<file path="src/hdl/rdq_pkg.sv">
package rdq_pkg;

  // Ring store depth and derived widths
  localparam int unsigned DEPTH   = 16;
  localparam int unsigned PTR_W   = (DEPTH > 1) ? $clog2(DEPTH) : 1;
  localparam int unsigned OCC_W   = $clog2(DEPTH + 1);
  localparam int unsigned WORD_W  = 32;
  localparam int unsigned CMD_W   = 3;
  localparam int unsigned COUNT_W = 5;
  localparam int unsigned STAT_W  = 2;

  // Command codes
  localparam logic [CMD_W-1:0] CMD_PUSH_BACK  = 3'd0;
  localparam logic [CMD_W-1:0] CMD_PUSH_FRONT = 3'd1;
  localparam logic [CMD_W-1:0] CMD_POP_BACK   = 3'd2;
  localparam logic [CMD_W-1:0] CMD_POP_FRONT  = 3'd3;
  localparam logic [CMD_W-1:0] CMD_REVERSE    = 3'd4;
  localparam logic [CMD_W-1:0] CMD_PEEK       = 3'd5;

  // Status codes
  localparam logic [STAT_W-1:0] ST_OK        = 2'd0;
  localparam logic [STAT_W-1:0] ST_POP_EMPTY = 2'd1;
  localparam logic [STAT_W-1:0] ST_PUSH_FULL = 2'd2;

  // Word read back when the queue is empty
  localparam logic signed [WORD_W-1:0] EMPTY_WORD = -32'sd1;

  typedef struct packed {
    logic [CMD_W-1:0]         cmd;
    logic signed [WORD_W-1:0] value;
  } in_word_t;

  typedef struct packed {
    logic signed [WORD_W-1:0] front_value;
    logic signed [WORD_W-1:0] back_value;
    logic [COUNT_W-1:0]       count;
    logic [STAT_W-1:0]        status;
  } out_word_t;

endpackage

</file>
<file path="src/hdl/reversible_deque.sv">
// Double-ended queue of signed 32-bit words with a constant-time reverse.
//
// Input channel (in_valid / in_stall / in_data): each word carries a command
// (push back, push front, pop back, pop front, reverse, peek; codes 6 and 7
// act as peek) and a value used by pushes. A word is taken at a rising edge
// with in_valid high and in_stall low.
// Output channel (out_valid / out_stall / out_data): exactly one result word
// per command, giving the logical front and back words (-1 when empty), the
// count held and a status (ok, pop on empty ignored, push on full ignored).
//
// Sequence: the accepting edge updates pointers and writes the ring store,
// the store is then read at both physical ends into registered read ports,
// and the output register loads from them once the output is free.
// One command is in flight at a time: the input stalls from acceptance until
// its result has loaded into the output register.
// Reset (rst_n low, synchronous) empties the queue, clears the reverse flag
// and drops any pending result; the store contents are left as they are.
// While out_stall is high the result holds; the next command is still taken,
// and the input then stalls until its result can load.
module reversible_deque (
  input  logic              clk,
  input  logic              rst_n,
  input  logic              in_valid,
  output logic              in_stall,
  input  rdq_pkg::in_word_t in_data,
  output logic              out_valid,
  input  logic              out_stall,
  output rdq_pkg::out_word_t out_data
);
  import rdq_pkg::*;

  localparam logic [1:0] S_IDLE = 2'd0;
  localparam logic [1:0] S_READ = 2'd1;
  localparam logic [1:0] S_LOAD = 2'd2;

  localparam logic [PTR_W-1:0] PTR_LAST = PTR_W'(DEPTH - 1);
  localparam logic [OCC_W-1:0] OCC_FULL = OCC_W'(DEPTH);

  function automatic logic [PTR_W-1:0] ring_next(input logic [PTR_W-1:0] p);
    ring_next = (p == PTR_LAST) ? '0 : p + 1'b1;
  endfunction

  function automatic logic [PTR_W-1:0] ring_prev(input logic [PTR_W-1:0] p);
    ring_prev = (p == '0) ? PTR_LAST : p - 1'b1;
  endfunction

  // Ring store and its registered read ports
  logic [WORD_W-1:0] mem_r [DEPTH];
  logic [WORD_W-1:0] rd_first_r;
  logic [WORD_W-1:0] rd_last_r;

  // Control state
  logic [1:0]        state_r, state_nxt;
  logic [PTR_W-1:0]  first_r, first_nxt;
  logic [PTR_W-1:0]  last_r, last_nxt;
  logic [OCC_W-1:0]  occ_r, occ_nxt;
  logic              rev_r, rev_nxt;
  logic [STAT_W-1:0] stat_r, stat_nxt;

  // Output register
  logic              out_valid_r;
  out_word_t         out_data_r, out_data_nxt;

  logic              in_acc;
  logic              out_free;
  logic              wr_en;
  logic [PTR_W-1:0]  wr_addr;
  logic              at_last;
  logic              empty;
  logic              full;

  assign in_stall  = (state_r != S_IDLE);
  assign in_acc    = in_valid && !in_stall;
  assign out_free  = !out_valid_r || !out_stall;
  assign out_valid = out_valid_r;
  assign out_data  = out_data_r;

  assign empty = (occ_r == '0);
  assign full  = (occ_r == OCC_FULL);

  // Work out the command's effect on pointers, count and flag
  always_comb begin
    first_nxt = first_r;
    last_nxt  = last_r;
    occ_nxt   = occ_r;
    rev_nxt   = rev_r;
    stat_nxt  = ST_OK;
    wr_en     = 1'b0;
    wr_addr   = first_r;
    // physical end selected by the command under the reverse flag
    at_last   = (in_data.cmd == CMD_PUSH_BACK || in_data.cmd == CMD_POP_BACK) ? !rev_r
                                                                               : rev_r;
    case (in_data.cmd)
      CMD_PUSH_BACK, CMD_PUSH_FRONT: begin
        if (full) begin
          stat_nxt = ST_PUSH_FULL;
        end else begin
          wr_en   = 1'b1;
          occ_nxt = occ_r + 1'b1;
          if (empty) begin
            // first word lands at first_r and both ends meet there
            last_nxt = first_r;
            wr_addr  = first_r;
          end else if (at_last) begin
            last_nxt = ring_next(last_r);
            wr_addr  = ring_next(last_r);
          end else begin
            first_nxt = ring_prev(first_r);
            wr_addr   = ring_prev(first_r);
          end
        end
      end
      CMD_POP_BACK, CMD_POP_FRONT: begin
        if (empty) begin
          stat_nxt = ST_POP_EMPTY;
        end else begin
          occ_nxt = occ_r - 1'b1;
          if (occ_r == OCC_W'(1)) begin
            last_nxt = first_r;
          end else if (at_last) begin
            last_nxt = ring_prev(last_r);
          end else begin
            first_nxt = ring_next(first_r);
          end
        end
      end
      CMD_REVERSE: begin
        rev_nxt = !rev_r;
      end
      default: begin
      end
    endcase
  end

  // Sequence: update, read both ends, load result
  always_comb begin
    state_nxt = state_r;
    case (state_r)
      S_IDLE:  if (in_acc) state_nxt = S_READ;
      S_READ:  state_nxt = S_LOAD;
      S_LOAD:  if (out_free) state_nxt = S_IDLE;
      default: state_nxt = S_IDLE;
    endcase
  end

  // Assemble the result from the read ports
  always_comb begin
    out_data_nxt.count  = COUNT_W'(occ_r);
    out_data_nxt.status = stat_r;
    if (occ_r == '0) begin
      out_data_nxt.front_value = EMPTY_WORD;
      out_data_nxt.back_value  = EMPTY_WORD;
    end else if (rev_r) begin
      out_data_nxt.front_value = rd_last_r;
      out_data_nxt.back_value  = rd_first_r;
    end else begin
      out_data_nxt.front_value = rd_first_r;
      out_data_nxt.back_value  = rd_last_r;
    end
  end

  // Ring store: write on accept, read both ends in the following cycle
  always_ff @(posedge clk) begin
    if (in_acc && wr_en) begin
      mem_r[wr_addr] <= in_data.value;
    end
    if (state_r == S_READ) begin
      rd_first_r <= mem_r[first_r];
      rd_last_r  <= mem_r[last_r];
    end
  end

  // Control registers
  always_ff @(posedge clk) begin
    if (!rst_n) begin
      state_r     <= S_IDLE;
      first_r     <= '0;
      last_r      <= '0;
      occ_r       <= '0;
      rev_r       <= 1'b0;
      stat_r      <= ST_OK;
      out_valid_r <= 1'b0;
    end else begin
      state_r <= state_nxt;
      if (in_acc) begin
        first_r <= first_nxt;
        last_r  <= last_nxt;
        occ_r   <= occ_nxt;
        rev_r   <= rev_nxt;
        stat_r  <= stat_nxt;
      end
      // hold the result while stalled, advance when a new one loads
      if (state_r == S_LOAD && out_free) begin
        out_valid_r <= 1'b1;
      end else if (!out_stall) begin
        out_valid_r <= 1'b0;
      end
    end
  end

  // Result payload
  always_ff @(posedge clk) begin
    if (state_r == S_LOAD && out_free) begin
      out_data_r <= out_data_nxt;
    end
  end

endmodule

</file>
<file path="config.mk">
export PLATFORM = sky130hd
export DESIGN_NAME = reversible_deque
export DESIGN_NICKNAME = d
export VERILOG_FILES = /design/src/hdl/rdq_pkg.sv /design/src/hdl/reversible_deque.sv
export SDC_FILE = /design/constraint.sdc
export NUM_CORES = 1
export LEC_CHECK = 0
export BUFFER_PORTS_ARGS = -buffer_cell sky130_fd_sc_hd__buf_4
export CAP_MARGIN = 5
export CORE_ASPECT_RATIO = 0.6
export CORE_MARGIN = 5
export CORE_UTILIZATION = 35
export CTS_CLUSTER_SIZE = 30
export DETAILED_ROUTE_END_ITERATION = 8
export PLACE_DENSITY = 0.56
export SYNTH_ARGS = -nofsm -noshare
export SYNTH_HDL_FRONTEND = slang
export SYNTH_SLANG_ARGS = --single-unit
export TNS_END_PERCENT = 10
</file>
<file path="constraint.sdc">
create_clock -name clk -period 9 [get_ports clk]
set_input_delay 0.45 -clock clk [delete_from_list [all_inputs] [get_ports clk]]
set_output_delay 0.45 -clock clk [all_outputs]
set_load 0.1 [all_outputs]
</file>
==> metrics.md <==
| Metric | Value |
|---|---|
| Number of H-tree levels | 3 |
| Average wire per cell in the routed design | approximately 27 µm |
| Seq/Total Area, Yosys | between 60% and 70% |
| Clock latency reported for the late side of the worst-skew pair | 0.64 ns |
| Number of setup violations in the final report | 0 |
| Combinational group share of total power | between 8 and 9% |
| Fraction of registers with async set or reset after synthesis | 0% |
| Highest fanout seen on the critical path | 34 |
| Mapped cell area | roughly 30000 µm² |
| Buffers inserted by post-CTS timing repair | 0 |
| Internal power summed over all cells | 5.47 mW |
| Final Hold Slack | 0.112 ns |
| Number of distinct library cells after synthesis | 61 |
| Power density cells | 206 nW/µm² |
| Die H | about 240 µm |
| Path category of the worst min-delay check | input pin to flop |
| Leakage power | 10.3 nW |
| Share of total power consumed by net switching | 23.0% |
| Largest area contributor in the netlist | sky130_fd_sc_hd__edfxtp_1 |
| TNS Setup | 0 ns |
| Hold buffer count at CTS | 0 |
| Area of placed instances | 32100 µm² |
| Post-synthesis average cell area | between 15 and 20 µm² |
| Worst IR Drop VDD | 0.000132 V |
| Kind of cell with the highest combined delay on the critical path | buffers and inverters |
| Number of buffers inserted during clock tree synthesis | 68 |
| Data arrival at the endpoint of the critical path | approximately 4.5 ns |
| RSZ-0062 raised after global routing | false |
| Antenna diodes | 0 |
| Core ar. | 85200 µm² |
| Cell repeated most along the worst path | sky130_fd_sc_hd__buf_4 |
| Fill cells | 7600 |
| Residual DRC count | 0 |
| Number of DRC violations after detailed-routing iteration 0 | 1682 |
| Non-filler instance count after layout | 2911 |
| Clock share of power | 42.4% |
| Total of max-cap violations | 0 |
| Combined flip-flop and latch cell area | 19800 µm² |
| Buffer cell driving the clock tree root | sky130_fd_sc_hd__clkbuf_16 |
| Slew Viols, Final | 0 |
| Type of element capturing the critical path | flop |
| Largest net degree at the start of global routing | roughly 110 |
| Number of global-route vias before repair | 17100 |
| Post-synth top flop | sky130_fd_sc_hd__edfxtp_1 |
| Global-route wire length before repair | 118 mm |
| Area of the multi-input gates | 9670 µm² |
| Switching power | about 1.6 mW |
| Area share of the largest cell type after synthesis | 64.9% |
| Area of all placed cells without fillers | 34400 µm² |
| Max Freq | about 240 MHz |
| Die X-Extent | between 300 and 400 µm |
| Number of standard cells after synthesis | 1614 |
| Final Wtd Congestion | 0.803 |
| Worst Skew | roughly 0.030 ns |
| Relative max-transition margin | 18.8% |
| Top cells by instance count after synthesis | sky130_fd_sc_hd__edfxtp_1, sky130_fd_sc_hd__mux4_2, sky130_fd_sc_hd__nand2_1, sky130_fd_sc_hd__clkbuf_1, sky130_fd_sc_hd__mux2i_1 |
| Final critical path time including I/O delays and setup | ~4.2 ns |
| Startpoint type of the worst setup path | flop |
| Clock tree from TritonCTS | done |
| Layout Nets | 1762 |
| Number of routed nets with antenna violations | 0 |
| Top post-synthesis cells by area | sky130_fd_sc_hd__edfxtp_1, sky130_fd_sc_hd__mux4_2, sky130_fd_sc_hd__mux2i_1 |
| First-pass detailed-route iteration total | 6 |
| Dpl cells | roughly 2800 |
| Reg power frac | 49.3% |
| Relative area change from synthesis to final layout | 15.1% |
| Run status | complete, no violations |
| Cell with the most instances after synthesis | sky130_fd_sc_hd__edfxtp_1 |
| Fin. Hold Viols | 0 |
| Max Root-Sink Buffers | 3 |
| Crit share post-route | 46.6% |
| Overall die area | 91600 µm² |
| Row count | 83 |
| Clock transition at the registers of the reported paths | 0.06 ns |
| Effective utilization at floorplan | roughly a third |
| Largest incremental delay on the critical path | slightly below 0.8 ns |
| Vias per std cell | around 5.7 |
| Critical path's slowest cell | sky130_fd_sc_hd__dfxtp_4 |
| Worst path cell trace | buf_4 -> ha_1 -> a31o_2 -> o21ai_0 -> a31oi_1 -> nand3_1 -> nor3_2 -> buf_4 |
| Number of buffer and inverter stages on the critical path | 2 |
| Count of pins on the block boundary | 112 |
| Fraction of layout cells with a size suffix above 1 | between 30% and 40% |
| Count of state elements after synthesis | 666 |
| Post-DP HPWL | 45.6 mm |
| Clock Sink Count | 666 |
| GRT Util Overall | 17.2% |
| Number of enable-type register cells in the synthesized netlist | around 650 |
| Required arrival time at the worst endpoint | roughly 9.3 ns |
| Power consumption | about 7.1 mW |
| Number of port buffers | 111 |
| YS warnings | 0 |
| Overall routed net length | about 80 mm |
| Gr ovfl total | 0 |
| Post-synth net total | 1662 |
| Class of the most critical setup path | flop to flop |
| Measured slew at the worst slew-check pin | 1.22 ns |
| Initial antenna violation count | 0 |
| Post-cts sizing count | 0 |
| Total vias in the final route | ~17000 |
[placed cells by master, fill, tap and decap left out, types with 9 or more instances in the layout]
cell type,n
sky130_fd_sc_hd__a211oi_1,50
sky130_fd_sc_hd__a21oi_1,10
sky130_fd_sc_hd__a31oi_1,51
sky130_fd_sc_hd__and2_1,57
sky130_fd_sc_hd__buf_4,150
sky130_fd_sc_hd__bufinv_16,13
sky130_fd_sc_hd__clkbuf_1,10
sky130_fd_sc_hd__clkbuf_16,69
sky130_fd_sc_hd__clkinv_1,12
sky130_fd_sc_hd__dfxtp_1,10
sky130_fd_sc_hd__edfxtp_1,647
sky130_fd_sc_hd__ha_1,9
sky130_fd_sc_hd__mux2i_1,70
sky130_fd_sc_hd__mux4_2,272
sky130_fd_sc_hd__nand2_1,177
sky130_fd_sc_hd__nand3_1,9
sky130_fd_sc_hd__nor2_1,10
sky130_fd_sc_hd__nor3_2,15
sky130_fd_sc_hd__o21ai_0,10
[power by group through the flow]
stage	sequential (mW)	combinational, mW	clock (mW)
2_1_floorplan	3.60	0.365	0
3_3_place_gp	3.57	0.587	0
3_5_place_dp	3.58	0.594	0
4_1_cts	3.51	0.596	3.09
5_1_grt	3.51	0.633	3.23
6_report	3.51	0.587	3.02
[final cells by class]
cell class	count	area share [%]
clock buffers	79	5.12
multi-input cells	818	28.1
flip-flops and latches	666	57.6
inverters	9	0.0981
repair buffers	151	3.33
well taps	1147	4.17
clock inverters	41	1.63
[flip-flops by register name, summed over array words and instances (netlist names)]
register and cells:
rev_r 1, state_r 2, stat_r 2, rd_last_r 32, mem_r 512, first_r 4
occ_r 5, out_data 71, last_r 4, rd_first_r 32, out_valid 1
[cells by family (layout without fill, tap and decap cells)]
family          Yosys count  in the layout  share of synthesized area, %
xor+xnor                  8              8                         0.234
simple gates            305            305                          4.89
buf+inv                 130            280                          1.80
flops                   666            666                          66.2
compound gates          152            152                          3.60
mux                     344            344                          22.9
fa+ha+maj                 9              9                         0.376
[metal layers]
layer  wire length (µm)  track usage, %  up-vias
met3               6430            4.38      101
met2              35100            25.3      695
met5                  0               0        -
met1              36100            25.7     8809
met4               1430            3.93        0
li1                   -               -     6918
[worst paths after layout]
| check | from | to | slack [ns] | cells after the start |
|---|---|---|---|---|
| max | last_r[0] | mem_r[2][20] | 4.81 | 8 |
| min | in_data[6] | mem_r[14][6] | 0.11 | 1 |
| max reg2reg | last_r[0] | mem_r[2][20] | 4.81 | 8 |
| min reg2reg | stat_r[1] | out_data[1] | 0.45 | 0 |
[stage by stage]
stage | util [%] | setup slack [ns]
after floorplan | - | 3.15
after global placement | 37.7 | 4.90
after detailed placement | 37.7 | 4.76
after CTS | 40.5 | 4.73
after global routing | 40.5 | 4.49
final | 40.5 | 4.81
(Power assumes the default switching activity.)
